`src/design/mri_pkg.sv`:
```
`timescale 1ns / 1ps
// ----------------------------------------------------------------------------
// MLP inference package
// Shared widths, reset values, codes and controller/datapath interface types.
// ----------------------------------------------------------------------------
package mri_pkg;

  localparam int unsigned N_IN_DEF     = 64;
  localparam int unsigned N_HIDDEN_DEF = 32;
  localparam int unsigned N_OUT_DEF    = 10;

  localparam int unsigned CMD_W     = 3;
  localparam int unsigned ROW_W     = 8;
  localparam int unsigned COL_W     = 10;
  localparam int unsigned VAL_W     = 16;
  localparam int unsigned CLS_W     = 4;
  localparam int unsigned LOGIT_W   = 32;
  localparam int unsigned HID_W     = 15;
  localparam int unsigned FRAC_W    = 12;
  localparam int unsigned ACC_W     = 48;
  localparam int unsigned PROD_W    = 2 * VAL_W;
  localparam int unsigned CFG_W     = 11;
  localparam int unsigned CFG_IDX_W = 2;
  localparam int unsigned IN_CNT_W  = 11;
  localparam int unsigned HID_CNT_W = 9;
  localparam int unsigned OUT_CNT_W = 5;

  localparam logic [IN_CNT_W-1:0]  IN_COUNT_RST     = 11'd64;
  localparam logic [HID_CNT_W-1:0] HIDDEN_COUNT_RST = 9'd32;
  localparam logic [OUT_CNT_W-1:0] OUT_COUNT_RST    = 5'd10;

  typedef enum logic [CMD_W-1:0] {
    CMD_W1   = 3'd0,
    CMD_W2   = 3'd1,
    CMD_HB   = 3'd2,
    CMD_OB   = 3'd3,
    CMD_FEAT = 3'd4
  } cmd_e;

  typedef enum logic [CFG_IDX_W-1:0] {
    CFG_IN_COUNT     = 2'd0,
    CFG_HIDDEN_COUNT = 2'd1,
    CFG_OUT_COUNT    = 2'd2
  } cfg_idx_e;

  typedef enum logic [2:0] {
    ST_IDLE   = 3'd0,
    ST_L1     = 3'd1,
    ST_DRAIN1 = 3'd2,
    ST_L2     = 3'd3,
    ST_DRAIN2 = 3'd4
  } state_e;

  typedef struct packed {
    logic             load;
    logic             issue;
    logic             layer2;
    logic [ROW_W-1:0] row;
    logic [COL_W-1:0] col;
    logic             first;
    logic             last;
    logic             eval_end;
  } dp_cmd_t;

  typedef struct packed {
    logic pipe_busy;
  } dp_status_t;

  typedef struct packed {
    logic             valid;
    logic             layer2;
    logic [ROW_W-1:0] row;
    logic             first;
    logic             last;
    logic             eval_end;
  } mac_tag_t;

endpackage

```
`src/design/mri_ctrl.sv`:
```
`timescale 1ns / 1ps
// ----------------------------------------------------------------------------
// MLP inference controller
// Holds the count registers, accepts commands and sequences both layers.
// ----------------------------------------------------------------------------
module mri_ctrl #(
  parameter int unsigned N_IN     = mri_pkg::N_IN_DEF,
  parameter int unsigned N_HIDDEN = mri_pkg::N_HIDDEN_DEF,
  parameter int unsigned N_OUT    = mri_pkg::N_OUT_DEF
) (
  input  logic                            clk_i,
  input  logic                            rst_ni,
  input  logic                            start_i,
  input  logic [mri_pkg::CMD_W-1:0]       cmd_i,
  input  logic [mri_pkg::COL_W-1:0]       col_index_i,
  input  logic                            cfg_we_i,
  input  logic [mri_pkg::CFG_IDX_W-1:0]   cfg_idx_i,
  input  logic [mri_pkg::CFG_W-1:0]       cfg_data_i,
  input  mri_pkg::dp_status_t             status_i,
  output mri_pkg::dp_cmd_t                cmd_o,
  output logic                            busy_o
);

  mri_pkg::state_e state_q, state_d;
  logic [mri_pkg::ROW_W-1:0]     row_q, row_d;
  logic [mri_pkg::COL_W-1:0]     col_q, col_d;
  logic [mri_pkg::IN_CNT_W-1:0]  in_count_q;
  logic [mri_pkg::HID_CNT_W-1:0] hidden_count_q;
  logic [mri_pkg::OUT_CNT_W-1:0] out_count_q;

  logic [mri_pkg::IN_CNT_W-1:0]  ni;
  logic [mri_pkg::HID_CNT_W-1:0] nh;
  logic [mri_pkg::OUT_CNT_W-1:0] no;
  logic [mri_pkg::COL_W-1:0]     col_lim;
  logic [mri_pkg::ROW_W-1:0]     row_lim;
  logic                          layer2;
  logic                          col_end;
  logic                          row_end;
  logic                          accept;
  logic                          eval_go;
  logic                          issue;

  always_ff @(posedge clk_i or negedge rst_ni) begin
    if (!rst_ni) begin
      in_count_q     <= mri_pkg::IN_COUNT_RST;
      hidden_count_q <= mri_pkg::HIDDEN_COUNT_RST;
      out_count_q    <= mri_pkg::OUT_COUNT_RST;
    end else if (cfg_we_i) begin
      unique case (cfg_idx_i)
        mri_pkg::CFG_IN_COUNT:     in_count_q     <= cfg_data_i[mri_pkg::IN_CNT_W-1:0];
        mri_pkg::CFG_HIDDEN_COUNT: hidden_count_q <= cfg_data_i[mri_pkg::HID_CNT_W-1:0];
        mri_pkg::CFG_OUT_COUNT:    out_count_q    <= cfg_data_i[mri_pkg::OUT_CNT_W-1:0];
        default: ;
      endcase
    end
  end

  always_comb begin
    priority if (in_count_q == '0) begin
      ni = mri_pkg::IN_CNT_W'(1);
    end else if (in_count_q > mri_pkg::IN_CNT_W'(N_IN)) begin
      ni = mri_pkg::IN_CNT_W'(N_IN);
    end else begin
      ni = in_count_q;
    end
    priority if (hidden_count_q == '0) begin
      nh = mri_pkg::HID_CNT_W'(1);
    end else if (hidden_count_q > mri_pkg::HID_CNT_W'(N_HIDDEN)) begin
      nh = mri_pkg::HID_CNT_W'(N_HIDDEN);
    end else begin
      nh = hidden_count_q;
    end
    priority if (out_count_q == '0) begin
      no = mri_pkg::OUT_CNT_W'(1);
    end else if (out_count_q > mri_pkg::OUT_CNT_W'(N_OUT)) begin
      no = mri_pkg::OUT_CNT_W'(N_OUT);
    end else begin
      no = out_count_q;
    end
  end

  assign layer2  = (state_q == mri_pkg::ST_L2);
  assign col_lim = layer2 ? mri_pkg::COL_W'(nh - 1'b1) : mri_pkg::COL_W'(ni - 1'b1);
  assign row_lim = layer2 ? mri_pkg::ROW_W'(no - 1'b1) : mri_pkg::ROW_W'(nh - 1'b1);
  assign col_end = (col_q == col_lim);
  assign row_end = (row_q == row_lim);
  assign accept  = start_i && (state_q == mri_pkg::ST_IDLE);
  assign eval_go = accept && (cmd_i == mri_pkg::CMD_FEAT) &&
                   (col_index_i == mri_pkg::COL_W'(ni - 1'b1));

  always_comb begin
    state_d = state_q;
    row_d   = row_q;
    col_d   = col_q;
    issue   = 1'b0;
    unique case (state_q)
      mri_pkg::ST_IDLE: begin
        if (eval_go) begin
          state_d = mri_pkg::ST_L1;
          row_d   = '0;
          col_d   = '0;
        end
      end
      mri_pkg::ST_L1: begin
        issue = 1'b1;
        if (col_end) begin
          col_d = '0;
          if (row_end) begin
            state_d = mri_pkg::ST_DRAIN1;
          end else begin
            row_d = row_q + 1'b1;
          end
        end else begin
          col_d = col_q + 1'b1;
        end
      end
      mri_pkg::ST_DRAIN1: begin
        if (!status_i.pipe_busy) begin
          state_d = mri_pkg::ST_L2;
          row_d   = '0;
          col_d   = '0;
        end
      end
      mri_pkg::ST_L2: begin
        issue = 1'b1;
        if (col_end) begin
          col_d = '0;
          if (row_end) begin
            state_d = mri_pkg::ST_DRAIN2;
          end else begin
            row_d = row_q + 1'b1;
          end
        end else begin
          col_d = col_q + 1'b1;
        end
      end
      mri_pkg::ST_DRAIN2: begin
        if (!status_i.pipe_busy) begin
          state_d = mri_pkg::ST_IDLE;
        end
      end
      default: state_d = mri_pkg::ST_IDLE;
    endcase
  end

  always_ff @(posedge clk_i or negedge rst_ni) begin
    if (!rst_ni) begin
      state_q <= mri_pkg::ST_IDLE;
      row_q   <= '0;
      col_q   <= '0;
    end else begin
      state_q <= state_d;
      row_q   <= row_d;
      col_q   <= col_d;
    end
  end

  assign cmd_o.load     = accept;
  assign cmd_o.issue    = issue;
  assign cmd_o.layer2   = layer2;
  assign cmd_o.row      = row_q;
  assign cmd_o.col      = col_q;
  assign cmd_o.first    = (col_q == '0);
  assign cmd_o.last     = col_end;
  assign cmd_o.eval_end = layer2 && col_end && row_end;
  assign busy_o         = (state_q != mri_pkg::ST_IDLE);

endmodule

```
`config.mk`:
```
export PLATFORM = sky130hd
export DESIGN_NAME = mri_ctrl
export DESIGN_NICKNAME = d
export VERILOG_FILES = /design/src/design/mri_pkg.sv /design/src/design/mri_ctrl.sv
export SDC_FILE = /design/constraint.sdc
export NUM_CORES = 1
export LEC_CHECK = 0
export CORE_MARGIN = 8
export CORE_UTILIZATION = 55
export DETAILED_ROUTE_END_ITERATION = 6
export DONT_BUFFER_PORTS = 1
export GPL_TIMING_DRIVEN = 0
export HOLD_SLACK_MARGIN = 0.08
export PLACE_DENSITY_LB_ADDON = 0.3
export SKIP_CTS_REPAIR_TIMING = 1
export SLEW_MARGIN = 20
export SYNTH_ARGS = -nofsm -noshare
export SYNTH_HDL_FRONTEND = slang
export SYNTH_SLANG_ARGS = --single-unit
```
`constraint.sdc`:
```
create_clock -name clk_i -period 5.8 [get_ports clk_i]
set_clock_uncertainty 0.15 [all_clocks]
set_input_delay 0.58 -clock clk_i [delete_from_list [all_inputs] [get_ports clk_i]]
set_output_delay 0.58 -clock clk_i [all_outputs]
set_load 0.005 [all_outputs]
```
==> summary.md <==
- 0 — number of design rule violations left after detail routing
- 8840 µm² — area of the die
- 649 µW — cell-internal power
- clkbuf_8 — CTS root buf
- 1.06 mW — overall power consumption
- 296 nW/µm² — Cell Pwr Density
- 0.806 — Final period util
- 94.0 µm — die height
- 6.62 mm — HPWL after detailed placement
- dfrtp_1, mux2_2, o21ai_0, nor2_1, nand2_1 — commonest non-fill, non-tap cells in the layout
- in_count_q[2] — Crit Reg-Reg Startpoint
- cfg_data_i[1] — min-delay src
- 6.76% — Area growth syn-to-layout
- dfrtp_1 — top_reg_cell synth
- 94.0 µm — Die X-Extent
- 360 — gate count after technology mapping
- 410 µW — sw power
- 1.00 — Async S/R FF share, synth
- output port — kind of capture point of the worst setup path
- 5 — clock buffers created by TritonCTS
- 0.857 — final weighted congestion in routability-driven placement
- 3.94 ns — Crit path arrival time
- register — kind of launch point of the worst setup path
- 19.6 µm — WL/cell
- false — unrepaired setup endpoints after global routing
- 1.51 ns — setup slack of the most critical reg-to-reg path
- 250 — Initial DRC Count
- 0 — antenna violations before repair
- row_q[6] — endpoint of the most critical register-to-register path
- 0.30 ns — later-pin clock latency in the skew report
- 0 — number of flops mapped to enable cells by yosys
- 0 — Routed Antenna Nets
- 0.462 — sequential share of power
- complete, no violations — result of the run
- 397 — Syn Nets
- 0.181 — fraction of final layout cells with drive strength greater than 1
- 10 — maximum fanout encountered on the critical timing path
- 15 — R2R cell count
- 0.214 GHz — highest clock rate
- 56 — num ports
- 0.197 — relative contribution of the clock network to total power
- 3440 µm² — placed cell areas
- 9.30 µm² — average footprint of a synthesized cell
- primary input to register — class of the tightest hold or removal check
- 0.800 ns — transition time of the tightest slew-check pin
- 406 — final net count
- 14.5 mm — global-route wire length before repair
- 2916 — number of global-route vias before repair
- dfrtp_1 — most frequent standard cell in the layout excluding fill and tap cells
- 0.314 — area share of the largest cell type after synthesis
- 3350 µm² — combined area of all synthesized cells
- 4.67 ns — crit path time final
- 0.205 — GRT Resource Usage Total
- 0 — maximum capacitance violations
- 47 — pin count of the biggest net entering global routing
- 1.41 nW — leakage dissipation
- 5920 µm² — core box area
- 46 — CTS sink cnt
- 0.566 — initial standard-cell utilization of the core
- 2987 — routed vias
- 5.07 ns — Crit path required time
- 74 — post-synth cell types
- 28 — standard-cell row count
- 0.345 — sequential-to-total area share from yosys stat
- 0.387 — switching power as a share of total power
- 0 — antenna diode count
- 0.159 mV — IR drop worst, VDD
- dfrtp_1, mux2_2, dfstp_2 — top cells by area in the synthesized netlist
- 0.09 ns — clock input transition at the sequential cells of the worst setup and hold paths
- 0 — count of endpoints failing hold in the final timing report
- 2 — number of buffers between clock root and the deepest sink
- 0.341 — Gate power share
- 0 ns — Setup TNS Final
- 0 — GRT overflow
- cmd_o[0] — timing endpoint of the critical path
- 0 — Final Max Tran Viols
- built — clock tree from TritonCTS
- dfrtp_1 — most area-hungry cell type in the Yosys netlist
- 46 — count of state elements after synthesis
- 2 — H-tree levels
- 0 — number of endpoints failing setup at the final stage
- 8.74 mm — routed wire length
- in_count_q[2] — startpoint of the worst setup timing path
- 3570 µm² — Finished Cell Area
- 0 — Warnings, synthesis
- 5 — Initial DRT Pass Iterations
- 0.464 — worst-case headroom to the max-slew limit
- 0 — count of buffers from port buffering
- register to output port — critical path class
- 6.71 — vias per cell
[critical path, cell delays in order, from the launching register on]
cell and delay (ns):
dfrtp_1 0.38, buf_6 0.14, nor4_2 0.50, a21o_1 0.24, nand2_1 0.07, ha_1 0.26
clkbuf_1 0.25, o21ai_0 0.13, o311a_1 0.24, and3_1 0.18, nor3_1 0.05, or4b_4 0.51
nor3_1 0.38, and3_1 0.30
[per-layer routing]
layer	up-vias	GRT usage	share of wire	wire, µm
met5	-	0	0	0
li1	1393	-	-	-
met1	1473	0.249	0.42	3680
met3	9	0.0424	0.078	682
met4	0	0.0674	0.014	119
met2	112	0.351	0.49	4270
[cell type report]
type                    count  area, µm²
well taps                  75       93.8
fillers                   532       2350
clock buffers               6       82.6
multi-input cells         277       2020
clock inverters             2       12.5
repair buffers              2       37.5
plain buffers              23        120
flip-flops and latches     46       1160
inverters                  14       52.6
[Yosys cell counts, types with 6 or more instances]
master and n:
dfrtp_1 42, mux2_2 25, nor2_1 20, o21ai_0 20, nand2_1 17, a21oi_1 15
inv_1 13, nor3_1 13, clkbuf_1 12, xor2_1 10, nand3_1 9, nand4_1 9
or3_1 8, and3_1 7, ha_1 6, mux2i_1 6, o31ai_1 6
[stage by stage]
step / cells / worst slack (ns) / hold slack, ns / utilization
floorplan: 360 / 2.01 / 0.134 / -
global placement: 435 / 1.52 / 0.136 / 0.581
detailed placement: 435 / 1.50 / 0.136 / 0.581
CTS: 443 / 1.14 / -0.194 / 0.597
global route: 445 / 0.787 / 0.259 / 0.604
finish: 445 / 1.13 / 0.258 / 0.604
[power groups by stage]
| stage | registers (mW) | clock network (mW) | logic (mW) |
|---|---|---|---|
| finish | 0.490 | 0.208 | 0.361 |
| detailed placement | 0.495 | 0 | 0.347 |
| floorplan | 0.463 | 0 | 0.285 |
| CTS | 0.489 | 0.210 | 0.350 |
| global placement | 0.491 | 0 | 0.332 |
| global route | 0.501 | 0.224 | 0.404 |
[worst min path at each step]
stage                   endpoint  slack, ns  cells past startpoint
2_1_floorplan           col_q[0]       0.13                      0
3_3_place_gp      out_count_q[0]       0.14                      0
3_5_place_dp            row_q[1]       0.14                      0
4_1_cts                 row_q[1]      -0.19                      0
5_1_grt        hidden_count_q[3]       0.26                      1
6_report           in_count_q[1]       0.26                      2
[logic make-up after synthesis]
logic type,count (synthesis),share of synthesized area
xor gates and xnor gates,15,0.0392
and+or+nand+nor,133,0.243
muxes,31,0.102
buffers and inverters,37,0.0516
DFF,46,0.345
AOI/OAI and AO/OA,92,0.197
adders and majority gates,6,0.0224
[flip-flops by register name, indices dropped and copies added, names as in the netlist]
name / count
state_q: 3
row_q: 8
hidden_count_q: 9
col_q: 10
in_count_q: 11
out_count_q: 5
(Power assumes the default switching activity.)
